===== config.mk =====
export PLATFORM = sky130hd
export DESIGN_NAME = gpio_bank_edge_interrupt_core
export DESIGN_NICKNAME = d
export VERILOG_FILES = /design/src/design/gbei_pkg.sv /design/src/design/gbei_edge_detect.sv /design/src/design/gbei_regs.sv /design/src/design/gpio_bank_edge_interrupt_core.sv
export SDC_FILE = /design/constraint.sdc
export NUM_CORES = 1
export LEC_CHECK = 0
export BUFFER_PORTS_ARGS = -buffer_cell sky130_fd_sc_hd__buf_2
export CAP_MARGIN = 25
export CORE_MARGIN = 2
export CORE_UTILIZATION = 50
export CTS_CLUSTER_DIAMETER = 100
export DETAILED_ROUTE_END_ITERATION = 10
export PLACE_DENSITY_LB_ADDON = 0.3
export RECOVER_POWER = 100
export SLEW_MARGIN = 20
export SYNTH_ARGS = -nofsm -noshare
export SYNTH_HDL_FRONTEND = slang
export SYNTH_SLANG_ARGS = --single-unit

===== constraint.sdc =====
create_clock -name clk -period 8 [get_ports clk]
set_clock_uncertainty 0.15 [all_clocks]
set_input_delay 0.8 -clock clk [delete_from_list [all_inputs] [get_ports clk]]
set_output_delay 0.8 -clock clk [all_outputs]
set_load 0.05 [all_outputs]

===== src/design/gbei_pkg.sv =====
// Package for the GPIO bank edge interrupt core.
// Holds the bus word map, request kinds and the request/response structs.
// No dependencies.
`default_nettype none

package gbei_pkg;

    localparam int DATA_W = 32;
    localparam int ADDR_W = 5;
    localparam int KIND_W = 2;

    typedef logic [KIND_W-1:0] kind_t;
    typedef logic [ADDR_W-1:0] addr_t;
    typedef logic [DATA_W-1:0] word_t;

    // request kinds; the fourth code does nothing
    localparam kind_t KIND_READ  = 2'd0;
    localparam kind_t KIND_WRITE = 2'd1;
    localparam kind_t KIND_TICK  = 2'd2;

    // register word map
    localparam addr_t ADDR_DATA       = 5'd0;
    localparam addr_t ADDR_DATA_SET   = 5'd1;
    localparam addr_t ADDR_DATA_CLR   = 5'd2;
    localparam addr_t ADDR_PULL_DIS   = 5'd3;
    localparam addr_t ADDR_DIR        = 5'd4;
    localparam addr_t ADDR_DIR_SET    = 5'd5;
    localparam addr_t ADDR_DIR_CLR    = 5'd6;
    localparam addr_t ADDR_ALT_FUNC   = 5'd8;
    localparam addr_t ADDR_RISE_MASK  = 5'd16;
    localparam addr_t ADDR_FALL_MASK  = 5'd17;
    localparam addr_t ADDR_INT_STATUS = 5'd18;
    localparam addr_t ADDR_INT_CLR    = 5'd19;

    typedef struct packed {
        kind_t kind;
        addr_t addr;
        word_t wdata;
        word_t pins;
    } req_t;

    typedef struct packed {
        word_t read_data;
        logic  irq;
        word_t drive_value;
        word_t drive_enable;
        word_t pull_enable;
        word_t alt_select;
    } rsp_t;

endpackage

`default_nettype wire


===== src/design/gbei_edge_detect.sv =====
// Edge detector: compares a pin sample with the previous one and picks out
// enabled rising and falling edges. Uses gbei_pkg.
`default_nettype none

module gbei_edge_detect
    import gbei_pkg::*;
(
    input  wire word_t pins,
    input  wire word_t last_pins,
    input  wire word_t rise_mask,
    input  wire word_t fall_mask,
    output word_t      edge_hits
);

    word_t rising;
    word_t falling;

    assign rising    = pins & ~last_pins;
    assign falling   = ~pins & last_pins;
    assign edge_hits = (rising & rise_mask) | (falling & fall_mask);

endmodule

`default_nettype wire


===== src/design/gbei_regs.sv =====
// Register bank: holds the pin control state, decodes bus requests and
// forms the response for each request. Uses gbei_pkg and gbei_edge_detect.
`default_nettype none

module gbei_regs
    import gbei_pkg::*;
#(
    parameter word_t PIN_MASK = '1
)
(
    input  wire        clk,
    input  wire        rst_n,
    input  wire        step,
    input  wire req_t  req,
    output rsp_t       rsp
);

    word_t data_latch_reg, data_latch_next;
    word_t direction_reg, direction_next;
    word_t pull_disable_reg, pull_disable_next;
    word_t alt_function_reg, alt_function_next;
    word_t rise_mask_reg, rise_mask_next;
    word_t fall_mask_reg, fall_mask_next;
    word_t int_status_reg, int_status_next;
    word_t last_pins_reg, last_pins_next;

    word_t wdata;
    word_t pins;
    word_t edge_hits;
    word_t rd;

    // drop bits of pins that do not exist
    assign wdata = req.wdata & PIN_MASK;
    assign pins  = req.pins & PIN_MASK;

    gbei_edge_detect u_edge (
        .pins      (pins),
        .last_pins (last_pins_reg),
        .rise_mask (rise_mask_reg),
        .fall_mask (fall_mask_reg),
        .edge_hits (edge_hits)
    );

    always_comb
    begin
        rd = '0;
        if (req.kind == KIND_READ)
        begin
            case (req.addr)
                ADDR_DATA:       rd = (data_latch_reg & direction_reg)
                                      | (last_pins_reg & ~direction_reg);
                ADDR_PULL_DIS:   rd = pull_disable_reg;
                ADDR_DIR:        rd = direction_reg;
                ADDR_ALT_FUNC:   rd = alt_function_reg;
                ADDR_RISE_MASK:  rd = rise_mask_reg;
                ADDR_FALL_MASK:  rd = fall_mask_reg;
                ADDR_INT_STATUS: rd = int_status_reg;
                default:         rd = '0;
            endcase
        end
    end

    always_comb
    begin
        data_latch_next   = data_latch_reg;
        direction_next    = direction_reg;
        pull_disable_next = pull_disable_reg;
        alt_function_next = alt_function_reg;
        rise_mask_next    = rise_mask_reg;
        fall_mask_next    = fall_mask_reg;
        int_status_next   = int_status_reg;
        last_pins_next    = last_pins_reg;
        if (req.kind == KIND_WRITE)
        begin
            case (req.addr)
                ADDR_DATA:      data_latch_next   = wdata;
                ADDR_DATA_SET:  data_latch_next   = data_latch_reg | wdata;
                ADDR_DATA_CLR:  data_latch_next   = data_latch_reg & ~wdata;
                ADDR_PULL_DIS:  pull_disable_next = wdata;
                ADDR_DIR:       direction_next    = wdata;
                ADDR_DIR_SET:   direction_next    = direction_reg | wdata;
                ADDR_DIR_CLR:   direction_next    = direction_reg & ~wdata;
                ADDR_ALT_FUNC:  alt_function_next = wdata;
                ADDR_RISE_MASK: rise_mask_next    = wdata;
                ADDR_FALL_MASK: fall_mask_next    = wdata;
                ADDR_INT_CLR:   int_status_next   = int_status_reg & ~wdata;
                default:        ;
            endcase
        end
        else if (req.kind == KIND_TICK)
        begin
            int_status_next = int_status_reg | edge_hits;
            last_pins_next  = pins;
        end
    end

    always_ff @(posedge clk or negedge rst_n)
    begin
        if (!rst_n)
        begin
            data_latch_reg   <= '0;
            direction_reg    <= '0;
            pull_disable_reg <= '0;
            alt_function_reg <= '0;
            rise_mask_reg    <= '0;
            fall_mask_reg    <= '0;
            int_status_reg   <= '0;
            last_pins_reg    <= '0;
        end
        else if (step)
        begin
            data_latch_reg   <= data_latch_next;
            direction_reg    <= direction_next;
            pull_disable_reg <= pull_disable_next;
            alt_function_reg <= alt_function_next;
            rise_mask_reg    <= rise_mask_next;
            fall_mask_reg    <= fall_mask_next;
            int_status_reg   <= int_status_next;
            last_pins_reg    <= last_pins_next;
        end
    end

    // response shows the state after this request
    always_comb
    begin
        rsp.read_data    = rd;
        rsp.irq          = |int_status_next;
        rsp.drive_value  = data_latch_next;
        rsp.drive_enable = direction_next;
        rsp.pull_enable  = ~pull_disable_next & PIN_MASK;
        rsp.alt_select   = alt_function_next;
    end

    // status only ever holds bits of existing pins
    a_status_in_range: assert property (@(posedge clk) disable iff (!rst_n)
        (int_status_reg & ~PIN_MASK) == '0)
        else $error("interrupt status holds bits beyond the pin count");

    // a tick always records the sample it was given
    a_tick_samples: assert property (@(posedge clk) disable iff (!rst_n)
        step && req.kind == KIND_TICK |=> last_pins_reg == $past(pins))
        else $error("pin sample not recorded on tick");

    // only a write to the clear word or a tick changes the status
    a_status_source: assert property (@(posedge clk) disable iff (!rst_n)
        !(step && (req.kind == KIND_TICK
                   || (req.kind == KIND_WRITE && req.addr == ADDR_INT_CLR)))
        |=> $stable(int_status_reg))
        else $error("interrupt status changed without cause");

endmodule

`default_nettype wire


===== src/design/gpio_bank_edge_interrupt_core.sv =====
// GPIO bank edge interrupt core: one request (bus read, bus write or pin
// sample tick) is taken per clock while in_ready is high and its response
// passes through the request register and then the response register; with
// out_ready held high the core sustains one request per cycle. Uses gbei_pkg,
// gbei_regs and gbei_edge_detect.
`default_nettype none

module gpio_bank_edge_interrupt_core
    import gbei_pkg::*;
#(
    parameter int PIN_COUNT = 32
)
(
    input  wire         clk,
    input  wire         rst_n,
    input  wire         in_valid,
    output logic        in_ready,
    input  wire  [1:0]  kind,
    input  wire  [4:0]  word_addr,
    input  wire  [31:0] write_data,
    input  wire  [31:0] pin_levels,
    output logic        out_valid,
    input  wire         out_ready,
    output logic [31:0] read_data,
    output logic        irq_line,
    output logic [31:0] drive_value,
    output logic [31:0] drive_enable,
    output logic [31:0] pull_enable,
    output logic [31:0] alt_select
);

    localparam word_t PIN_MASK = {DATA_W{1'b1}} >> (DATA_W - PIN_COUNT);

    logic  req_valid_reg;
    req_t  req_reg;
    logic  rsp_valid_reg;
    rsp_t  rsp_reg;
    rsp_t  rsp;
    logic  advance;

    // move the held request into the response register when it is free
    assign advance  = req_valid_reg && (!rsp_valid_reg || out_ready);
    assign in_ready = !req_valid_reg || advance;

    always_ff @(posedge clk or negedge rst_n)
    begin
        if (!rst_n)
        begin
            req_valid_reg <= 1'b0;
            rsp_valid_reg <= 1'b0;
        end
        else
        begin
            if (in_ready)
            begin
                req_valid_reg <= in_valid;
            end
            if (advance)
            begin
                rsp_valid_reg <= 1'b1;
            end
            else if (out_ready)
            begin
                rsp_valid_reg <= 1'b0;
            end
        end
    end

    always_ff @(posedge clk)
    begin
        if (in_valid && in_ready)
        begin
            req_reg.kind  <= kind;
            req_reg.addr  <= word_addr;
            req_reg.wdata <= write_data;
            req_reg.pins  <= pin_levels;
        end
        if (advance)
        begin
            rsp_reg <= rsp;
        end
    end

    gbei_regs #(
        .PIN_MASK (PIN_MASK)
    ) u_regs (
        .clk   (clk),
        .rst_n (rst_n),
        .step  (advance),
        .req   (req_reg),
        .rsp   (rsp)
    );

    assign out_valid    = rsp_valid_reg;
    assign read_data    = rsp_reg.read_data;
    assign irq_line     = rsp_reg.irq;
    assign drive_value  = rsp_reg.drive_value;
    assign drive_enable = rsp_reg.drive_enable;
    assign pull_enable  = rsp_reg.pull_enable;
    assign alt_select   = rsp_reg.alt_select;

    // an accepted request is held until it moves on
    a_req_held: assert property (@(posedge clk) disable iff (!rst_n)
        req_valid_reg && !advance |=> req_valid_reg && $stable(req_reg))
        else $error("held request lost or changed");

    // every request that moves on yields a response
    a_rsp_follows: assert property (@(posedge clk) disable iff (!rst_n)
        advance |=> rsp_valid_reg)
        else $error("response missing after advance");

    // no output bit for a pin that does not exist
    a_pins_masked: assert property (@(posedge clk) disable iff (!rst_n)
        rsp_valid_reg |-> ((pull_enable | drive_value | drive_enable
                            | alt_select | read_data) & ~PIN_MASK) == '0)
        else $error("output bit set beyond the pin count");

endmodule

`default_nettype wire

==> flow_summary.json, run 1 <==
{
  "status": "finished, violations left",
  "violations": "max-capacitance violations, max-slew violations",
  "worstPathRequired_ns": 8.19,
  "max_freq_mhz": 170,
  "port_buffers": 237,
  "leakage_nw": 9.42,
  "cp_cell_sequence": "clkbuf_1 -> nor3_1 -> nor2b_1 -> buf_16 -> and2_2 -> buf_4 -> mux2i_1 -> o21ai_0",
  "slew_headroom_pct": -115,
  "synth_top_area_share_pct": 32.9,
  "cp_max_fo": 37,
  "grt-ovfl-total": 0,
  "end_kind": "flip-flop",
  "cts_buffers": 50,
  "viasPerCell": 6.22,
  "postSynthNetCount": 1775,
  "die_w_um": 210,
  "cts_tree": "built",
  "hold_viol_final": 0,
  "clock_path_buffers": 3,
  "grtUsageTotal_pct": 27.3,
  "worstMarginPinSlew_ns": 3.23,
  "start_kind": "flip-flop",
  "final_layout_size_suffix_gt1_share_pct": 15.7,
  "routabilityCongestion": 0.875,
  "rsz0062_at_grt": "false",
  "post_cts_buffers": 0,
  "final_max_slew_viol_count": 279,
  "start_util_pct": 50.7,
  "area_delta_synth_final_pct": 14.3,
  "routed_wl_mm": 60.6,
  "drtAntennaViolNets": 0,
  "root_buffer": "clkbuf_16",
  "yosys_most_used_dff": "dfrtp_1",
  "largest_reg_flops": 71,
  "synthTopCellsByArea": "edfxtp_1 33%, dfrtp_1 30%, mux2_2 7.5%",
  "drv_cap": 8,
  "clk_pin_slew_ns": 0.06,
  "layout_min_cycle_time_ns": 5.90,
  "tns_ns": 0,
  "critPathKind": "flip-flop to flip-flop",
  "grt_max_degree": 131,
  "n_antenna_cell": 0,
  "antenna_found_initial": 0,
  "syn_inst": 1700,
  "slowest_delay_ns": 1.77,
  "ios": 238,
  "ys_top_cells_by_count": "262 x nand2_1, 258 x dfrtp_1, 232 x edfxtp_1",
  "die_h_um": 210,
  "holdBufCountCts": 0,
  "arrival_ns": 6.09,
  "core_area_sq_um": 41900,
  "vias": 15300,
  "synth_area_sq_um": 21200,
  "grt_pass1_vias": 15100,
  "yosysMostFrequentCell": "nand2_1",
  "ys_warn_count": 0,
  "dp_slack_ns": 3.72,
  "min_period_over_period_pct": 73.7,
  "wl_per_cell_um": 24.6,
  "synth_area_per_cell_sq_um": 12.5,
  "hold_ws_ns": 0.224,
  "drtIter0Drc": 1880,
  "fin_nets": 1953,
  "grt_pass1_wl_mm": 91.2,
  "cts.sinks": 490,
  "fin_util_pct": 57.9,
  "ys_seq_area_share_pct": 63.3,
  "ys_seq_elements": 490,
  "drc_errors": 0,
  "synthDistinctLibCells": 43,
  "setup_viol": 0,
  "worstHoldPathType": "primary input to flip-flop",
  "ir_drop_v": 0.000194,
  "fp.dieArea_sq_um": 44100,
  "path_delay_family": "simple AND/OR/NAND/NOR gates",
  "drt_pass1_iterations": 6,
  "power_density_nw_per_um2": 290,
  "setup_slack_ns": 2.10,
  "clkLatencyLatePin_ns": 0.60,
  "crit_slowest_cell": "nor2b_1",
  "rows": 75,
  "ys_async_sr_fraction_pct": 52.7,
  "power_w": 0.00703,
  "h-tree-depth": 2,
  "synth_top_cell_by_area": "edfxtp_1",
  "dp_hpwl_mm": 37.9,
  "crit_buf_inv": 3,
  "synth_edf_count": 232,
  "cts_resized": 0
}
routing by layer:
metal | GRT usage (%) | vias up | share of wire, %
met2 | 43.0 | 750 | 46
met1 | 38.2 | 7728 | 42
met3 | 5.27 | 109 | 8.7
met4 | 9.88 | 0 | 3.1
li1 | - | 6714 | -
met5 | 0 | - | 0
where the power goes:
group	total, W	leakage [nW]	switching, W	internal (W)
clock network	0.00232	0.813	0.000977	0.00135
logic	0.00125	2.94	0.000857	0.000389
registers	0.00346	5.67	0.000350	0.00311
worst register-to-register path, cell delays in order (launching register included):
cell,delay (ns)
edfxtp_1,0.35
clkbuf_1,0.89
nor3_1,0.65
nor2b_1,1.77
buf_16,0.25
and2_2,0.61
buf_4,0.53
mux2i_1,0.33
o21ai_0,0.12
cell families after synthesis:
family,synth area share (%)
AOI/OAI and AO/OA,14.1
buffers and inverters,2.99
DFF,63.3
muxes,10.3
and+or+nand+nor,9.29
placed cells by master, fill, tap and decap left out, types with 10 or more instances in the layout:
cell type,instances
nand2_1,261
dfrtp_1,258
edfxtp_1,232
clkbuf_1,202
mux2_2,132
a21oi_1,118
o21ai_0,116
a22o_1,64
a22oi_1,57
buf_2,55
clkbuf_16,52
nand3b_1,51
o2111ai_1,37
mux2i_1,36
nor3b_1,31
mux2_1,30
a41oi_1,29
buf_4,14
clkinv_2,12
nor4_1,11
o21bai_1,10
clkbuf_8,10
stage by stage:
stage | cells | instance area [sq um]
2_1_floorplan | 1700 | 21200
3_3_place_gp | 2358 | 22700
3_5_place_dp | 2361 | 22800
4_1_cts | 2454 | 24500
5_1_grt | 2458 | 24200
6_report | 2458 | 24200
cell type report:
class                           count  area, sq um
Fill cell                        3505        17600
Sequential cell                   490        13400
Multi-Input combinational cell   1059         7190
Clock buffer                       73         1480
Timing Repair Buffer              267         1250
Tap cell                          539          674
Clock inverter                     20          160
Inverter                           10         45.0
path summary, 6_finish.rpt:
kind | from | to | slack, ns | depth (start not counted)
setup / recovery | req_reg[66]$_DFFE_PP_ | u_regs.pull_disable_reg[9]$_DFFE_PN0P_ | 2.10 | 8
hold / removal | pin_levels[7] | req_reg[7]$_DFFE_PP_ | 0.22 | 1
setup reg to reg | req_reg[66]$_DFFE_PP_ | u_regs.pull_disable_reg[9]$_DFFE_PN0P_ | 2.10 | 8
hold reg to reg | u_regs.alt_function_reg[13]$_DFFE_PN0P_ | u_regs.alt_function_reg[13]$_DFFE_PN0P_ | 0.35 | 2
max in group asynchronous | rst_n | u_regs.pull_disable_reg[26]$_DFFE_PN0P_ | 4.81 | 3
min in group asynchronous | rst_n | u_regs.pull_disable_reg[6]$_DFFE_PN0P_ | 1.29 | 2
No activity file was read; power rests on OpenSTA's default activity.
==> run 2, diff against run 1 <==
--- a/config.mk
+++ b/config.mk
@@ -5,6 +5,7 @@
 export SDC_FILE = /design/constraint.sdc
 export NUM_CORES = 1
 export LEC_CHECK = 0
+export ABC_AREA = 1
 export BUFFER_PORTS_ARGS = -buffer_cell sky130_fd_sc_hd__buf_2
 export CAP_MARGIN = 25
 export CORE_MARGIN = 2
==> constraint.sdc (replaced) <==
create_clock -name clk -period 5.5 [get_ports clk]
set_clock_uncertainty 0.15 [all_clocks]
set_input_delay 0.55 -clock clk [delete_from_list [all_inputs] [get_ports clk]]
set_output_delay 0.55 -clock clk [all_outputs]
set_load 0.05 [all_outputs]
==> run 2 against run 1 <==
The run still ends with max-capacitance violations, max-slew violations left. Sequential power is 54% higher. Flip-flop and latch count stayed put. Clock power is 49% higher. Design area is 3.9% higher. Critical endpoint is now u_regs.direction_reg[14]$_DFFE_PN0P_. Sequential share of layout area is 2.1 points lower. Power is 63% higher. Clock-buffer cell count is 10 lower. Setup slack worse by 1.1 ns. Via count is 19% higher. Register-to-register slack worse by 1.1 ns. Critical path type unchanged. Worst hold slack worse by 0.17 ns.
==> flow_summary.json, run 2 <==
{
  "status": "finished, violations left",
  "violations": "max-capacitance violations, max-slew violations",
  "worst_path_most_repeated_cell": "o21ai_0",
  "clock_path_buffers": 3,
  "synth_top_cell_by_area": "edfxtp_1",
  "die_w_um": 212,
  "clk_pin_slew_ns": 0.06,
  "yosys_most_used_dff": "dfrtp_1",
  "placed_cells": 3035,
  "dp_hpwl_mm": 39.0,
  "p_sw_w": 0.00405,
  "crit_slowest_cell": "inv_1",
  "p_comb_share_pct": 23.4,
  "ios": 238,
  "cts_buffers": 50,
  "setup_viol": 0,
  "vias": 18200,
  "min_period_over_period_pct": 81.7,
  "cts_resized": 0,
  "worst_r2r_startpoint": "req_reg[65]$_DFFE_PP_",
  "rsz0062_at_grt": "false",
  "antenna_found_initial": 0,
  "wl_per_cell_um": 20.5,
  "power_density_nw_per_um2": 455,
  "cts_tree": "built",
  "drv_cap": 9,
  "root_buffer": "clkbuf_16",
  "drt_pass1_iterations": 6,
  "viasPerCell": 5.70,
  "final_cells": 3196,
  "fin_nets": 2685,
  "worstMarginPinSlew_ns": 2.73,
  "ir_drop_v": 0.000319,
  "crit_start": "req_reg[65]$_DFFE_PP_",
  "synthTopCellsByArea": "edfxtp_1 32%, dfrtp_1 30%, nand2_1 13%",
  "n_antenna_cell": 0,
  "worstPathRequired_ns": 5.86,
  "syn_inst": 2346,
  "final_cell_mix": "747 x nand2_1, 368 x o21ai_0, 258 x dfrtp_1",
  "seqPwrFrac_pct": 46.4,
  "r2r_cells": 6,
  "start_kind": "flip-flop",
  "synthDistinctLibCells": 27,
  "yosysMostFrequentCell": "nand2_1",
  "drtIter0Drc": 2110,
  "intPower_w": 0.00740,
  "port_buffers": 237,
  "cp_max_fo": 34,
  "grt-ovfl-total": 0,
  "synth_area_sq_um": 21500,
  "core_area_sq_um": 42800,
  "drc_errors": 0,
  "final_common_cell": "nand2_1",
  "grt_pass1_wl_mm": 99.2,
  "max_freq_mhz": 222,
  "postSynthNetCount": 2421,
  "reg2reg_to": "u_regs.direction_reg[14]$_DFFE_PN0P_",
  "synth_area_per_cell_sq_um": 9.18,
  "grt_max_degree": 155,
  "h-tree-depth": 2,
  "ys_warn_count": 0,
  "slowest_delay_ns": 1.37,
  "path_delay_family": "buffers and inverters",
  "switching_share_pct": 35.4,
  "routabilityCongestion": 0.851,
  "grtUsageTotal_pct": 29.3,
  "tns_ns": 0,
  "clkPwrFrac_pct": 30.2,
  "slew_headroom_pct": -81.8,
  "critPathKind": "flip-flop to flip-flop",
  "crit_buf_inv": 2,
  "ys_top_cells_by_count": "748 x nand2_1, 258 x dfrtp_1, 232 x edfxtp_1",
  "ys_seq_area_share_pct": 62.3,
  "endpoint": "u_regs.direction_reg[14]$_DFFE_PN0P_",
  "final_max_slew_viol_count": 465,
  "start_util_pct": 50.4,
  "worstHoldPathType": "primary input to flip-flop",
  "layout_min_cycle_time_ns": 4.50,
  "largest_reg_flops": 71,
  "clkLatencyLatePin_ns": 0.60,
  "final_layout_size_suffix_gt1_share_pct": 6.53,
  "synth_top_area_share_pct": 32.3,
  "hold_viol_final": 0,
  "routed_wl_mm": 65.5,
  "cts.sinks": 490,
  "r2r_slack_ns": 1.00,
  "leakage_nw": 10.7,
  "end_kind": "flip-flop",
  "ys_async_sr_fraction_pct": 52.7,
  "drtAntennaViolNets": 0,
  "grt_pass1_vias": 17500,
  "cp_cell_sequence": "inv_1 -> nand3_2 -> clkbuf_1 -> o21ai_0 -> nand2_1 -> o21ai_0",
  "synth_edf_count": 232,
  "ys_seq_elements": 490,
  "rows": 76,
  "fin_util_pct": 58.8,
  "arrival_ns": 4.85,
  "die_h_um": 212,
  "fp.dieArea_sq_um": 44800,
  "cp_num_cells": 6,
  "area_delta_synth_final_pct": 16.8
}
==> run 2: cell count changes in the layout (fill, tap and decap cells not counted), moves of 67 or more <==
cell           previous run  this run
mux2_2                  132         2
nor2_1                    9       113
nand3_1                   2       101
o21ai_0                 116       368
dlygate4sd3_1             1        68
inv_1                     9       209
nand2_1                 261       747
==> run 2: per-stage QoR <==
stage	total power, W	hold WS [ns]	setup slack (ns)	cell area (sq um)
6_report	0.0114	0.0513	1.00	25200
3_3_place_gp	0.00797	0.316	2.00	23200
3_5_place_dp	0.00807	0.324	2.09	23200
2_1_floorplan	0.00724	0.104	1.33	21600
5_1_grt	0.0120	0.0766	0.926	25200
4_1_cts	0.0116	0.00722	2.05	25500
==> run 2: how the worst min path moves through the flow <==
stage / slack, ns / start / cells past startpoint / end
after global placement: 0.32 / u_regs.int_status_reg[5]$_DFFE_PN0P_ / 2 / u_regs.int_status_reg[5]$_DFFE_PN0P_
after CTS: 0.007 / pin_levels[18] / 1 / req_reg[18]$_DFFE_PP_
after floorplan: 0.10 / rst_n / 0 / out_valid$_DFFE_PN0P_
after detailed placement: 0.32 / u_regs.int_status_reg[17]$_DFFE_PN0P_ / 2 / u_regs.int_status_reg[17]$_DFFE_PN0P_
final: 0.05 / in_valid / 3 / req_valid_reg$_DFFE_PN0N_
after global routing: 0.08 / in_valid / 3 / req_valid_reg$_DFFE_PN0N_
==> run 2: per-layer routing <==
layer | share of wire (%) | vias to the layer above | track usage [%]
li1 | - | 8295 | -
met1 | 41 | 8734 | 40.0
met2 | 45 | 1002 | 45.5
met3 | 9.6 | 189 | 5.31
met4 | 4.5 | 0 | 14.6
met5 | 0 | - | 0
==> run 2: what timing repair did <==
| item | CTS | global route |
|---|---|---|
| endpoints found under the hold margin | 163 | 0 |
| hold buffers | 68 | 0 |
| setup buffers | 0 | 0 |
==> run 2: logic make-up (layout without fill, tap and decap cells) <==
| family | count (synthesis) | count (layout) | synth area share, % |
|---|---|---|---|
| flops | 490 | 490 | 62.3 |
| buf+inv | 331 | 635 | 6.02 |
| mux | 3 | 3 | 0.151 |
| simple gates | 977 | 977 | 17.8 |
| compound gates | 545 | 545 | 13.7 |
==> run 2: cell type report <==
cell class | count | area, sq um
repair buffers | 329 | 1860
multi-input cells | 1525 | 6760
fillers | 3736 | 17600
clock buffers | 63 | 1340
inverters | 214 | 812
well taps | 546 | 683
clock inverters | 29 | 290
flip-flops and latches | 490 | 13400
==> run 2: tightest hold or removal path, stage by stage <==
cell     delay (ns)
buf_2          0.07
nand2_1        0.07
nand2_1        0.07
==> run 2: power groups by stage <==
| stage | logic, W | clock network, W | registers (W) |
|---|---|---|---|
| 6_report | 0.00268 | 0.00345 | 0.00532 |
| 5_1_grt | 0.00295 | 0.00363 | 0.00539 |
| 3_5_place_dp | 0.00273 | 0 | 0.00534 |
| 3_3_place_gp | 0.00265 | 0 | 0.00532 |
| 2_1_floorplan | 0.00127 | 0 | 0.00596 |
| 4_1_cts | 0.00278 | 0.00349 | 0.00529 |
==> run 3, diff against run 2 <==
--- a/config.mk
+++ b/config.mk
@@ -5,7 +5,7 @@
 export SDC_FILE = /design/constraint.sdc
 export NUM_CORES = 1
 export LEC_CHECK = 0
-export ABC_AREA = 1
+export ABC_AREA = 0
 export BUFFER_PORTS_ARGS = -buffer_cell sky130_fd_sc_hd__buf_2
 export CAP_MARGIN = 25
 export CORE_MARGIN = 2
==> constraint.sdc (replaced) <==
create_clock -name clk -period 3.7 [get_ports clk]
set_clock_uncertainty 0.15 [all_clocks]
set_input_delay 0.37 -clock clk [delete_from_list [all_inputs] [get_ports clk]]
set_output_delay 0.37 -clock clk [all_outputs]
set_load 0.05 [all_outputs]
==> run 3 against run 2 <==
The flow still finishes with violations (max-capacitance violations, max-slew violations). Fmax rose by 34%. Utilization rose by 1.2 points. Design area fell by 0.16%. Flip-flop and latch count did not move. Register-to-register slack got worse by 0.67 ns. Global-route usage fell by 1.1 points. Critical path depth rose by 1. Clock power rose by 54%. First-iteration DRC count fell by 24%.
==> flow_summary.json, run 3 (synthesis gave the netlist of run 1 again) <==
{
  "tns_ns": 0,
  "cts_tree": "built",
  "final_layout_size_suffix_gt1_share_pct": 16.0,
  "post_cts_buffers": 0,
  "ios": 238,
  "cp_max_fo": 32,
  "port_buffers": 237,
  "start_kind": "flip-flop",
  "drc_errors": 0,
  "vias": 15800,
  "wl_per_cell_um": 24.5,
  "cts.sinks": 490,
  "routed_wl_mm": 62.6,
  "status": "finished, violations left",
  "setup_viol": 0,
  "largest_reg_flops": 71,
  "die_w_um": 210,
  "grtUsageTotal_pct": 28.2,
  "final_common_cell": "nand2_1",
  "r2r_slack_ns": 0.33,
  "final_max_slew_viol_count": 233,
  "grt_pass1_vias": 15600,
  "drt_pass1_iterations": 5,
  "holdBufCountCts": 75,
  "n_antenna_cell": 0,
  "critPathKind": "flip-flop to flip-flop",
  "drtAntennaViolNets": 0,
  "leakage_nw": 9.84,
  "final_cells": 2551,
  "num-fill-cells": 3377,
  "clk_pin_slew_ns": 0.06,
  "die_h_um": 210,
  "min_period_over_period_pct": 91.0,
  "rows": 75,
  "end_kind": "flip-flop",
  "worstPathRequired_ns": 3.84,
  "viasPerCell": 6.17,
  "r2r_cells": 7,
  "worstMarginPinSlew_ns": 2.30,
  "rsz0062_at_grt": "false",
  "fin_util_pct": 60.0,
  "slew_headroom_pct": -53.6,
  "h-tree-depth": 2,
  "grt_pass1_wl_mm": 94.0,
  "start_util_pct": 50.7,
  "worstHoldPathType": "primary input to flip-flop",
  "layout_min_cycle_time_ns": 3.37,
  "placed_area_sq_um": 22900,
  "whs_endpoint": "req_reg[7]$_DFFE_PP_",
  "power_density_nw_per_um2": 620,
  "reg2reg_to": "read_data[19]$_SDFFCE_PP0P_",
  "hold_viol_final": 0,
  "dp_slack_ns": 0.710,
  "root_buffer": "clkbuf_16",
  "drtIter0Drc": 1602,
  "min_path_cells": 2,
  "crit_start": "req_reg[65]$_DFFE_PP_",
  "final_area_sq_um": 25100,
  "grt_max_degree": 156,
  "ir_drop_v": 0.000462,
  "violations": "max-capacitance violations, max-slew violations",
  "clock_path_buffers": 3,
  "placed_cells": 2379,
  "cts_resized": 0,
  "grt-ovfl-total": 0,
  "clkLatencyLatePin_ns": 0.63,
  "antenna_found_initial": 0,
  "core_area_sq_um": 41900,
  "arrival_ns": 3.51,
  "setup_slack_ns": 0.333,
  "min_from": "pin_levels[7]",
  "fin_nets": 2044,
  "max_freq_mhz": 297,
  "worst_r2r_startpoint": "req_reg[65]$_DFFE_PP_",
  "drv_cap": 3,
  "cts_buffers": 51,
  "dp_hpwl_mm": 39.2,
  "final_cell_mix": "263 x nand2_1, 258 x dfrtp_1, 232 x edfxtp_1",
  "fp.dieArea_sq_um": 44100,
  "routabilityCongestion": 0.879,
  "area_delta_synth_final_pct": 18.5
}
## run 3: worst max path at each step
stage                                                end  slack (ns)  cells past startpoint
finish                       read_data[19]$_SDFFCE_PP0P_        0.33                      7
CTS                          read_data[14]$_SDFFCE_PP0P_        0.66                      7
detailed placement            read_data[5]$_SDFFCE_PP0P_        0.71                      7
global route        u_regs.direction_reg[29]$_DFFE_PN0P_        0.29                      3
global placement                      irq_line$_DFFE_PP_        0.36                      6
floorplan                           req_reg[0]$_DFFE_PP_        0.28                      2
## run 3: cell type report
class,count,area [sq um],area share [%]
multi-input combinational,1059,7170,28.5
tap,539,674,2.68
clock inverter,22,282,1.12
timing repair buffer,357,2070,8.24
inverter,10,38.8,0.154
clock buffer,74,1470,5.86
sequential,490,13400,53.4
## run 3: report_power, final
part	total [W]	switching (W)	internal, W
sequential	0.00749	0.000759	0.00673
combinational	0.00276	0.00187	0.000896
clock	0.00533	0.00219	0.00313
total	0.0156	0.00482	0.0108
## run 3: critical path, stage by stage, from the launching register on
cell	delay (ns)
edfxtp_1	0.62
nor2_1	0.15
buf_4	0.31
nand2_1	0.14
clkbuf_2	0.82
nor3b_1	0.12
a221oi_1	0.54
a31oi_1	0.17
## run 3: metrics by stage
step | power [W] | hold slack, ns
2_1_floorplan | 0.00937 | -0.0756
3_3_place_gp | 0.0102 | 0.264
3_5_place_dp | 0.0103 | 0.269
4_1_cts | 0.0157 | 0.187
5_1_grt | 0.0162 | 0.296
6_report | 0.0156 | 0.300
## run 3: routing by layer
metal	GRT usage, %	wire (um)
met5	0	0
met1	39.7	26600
met4	10.4	1980
met3	4.37	4650
met2	44.7	29300
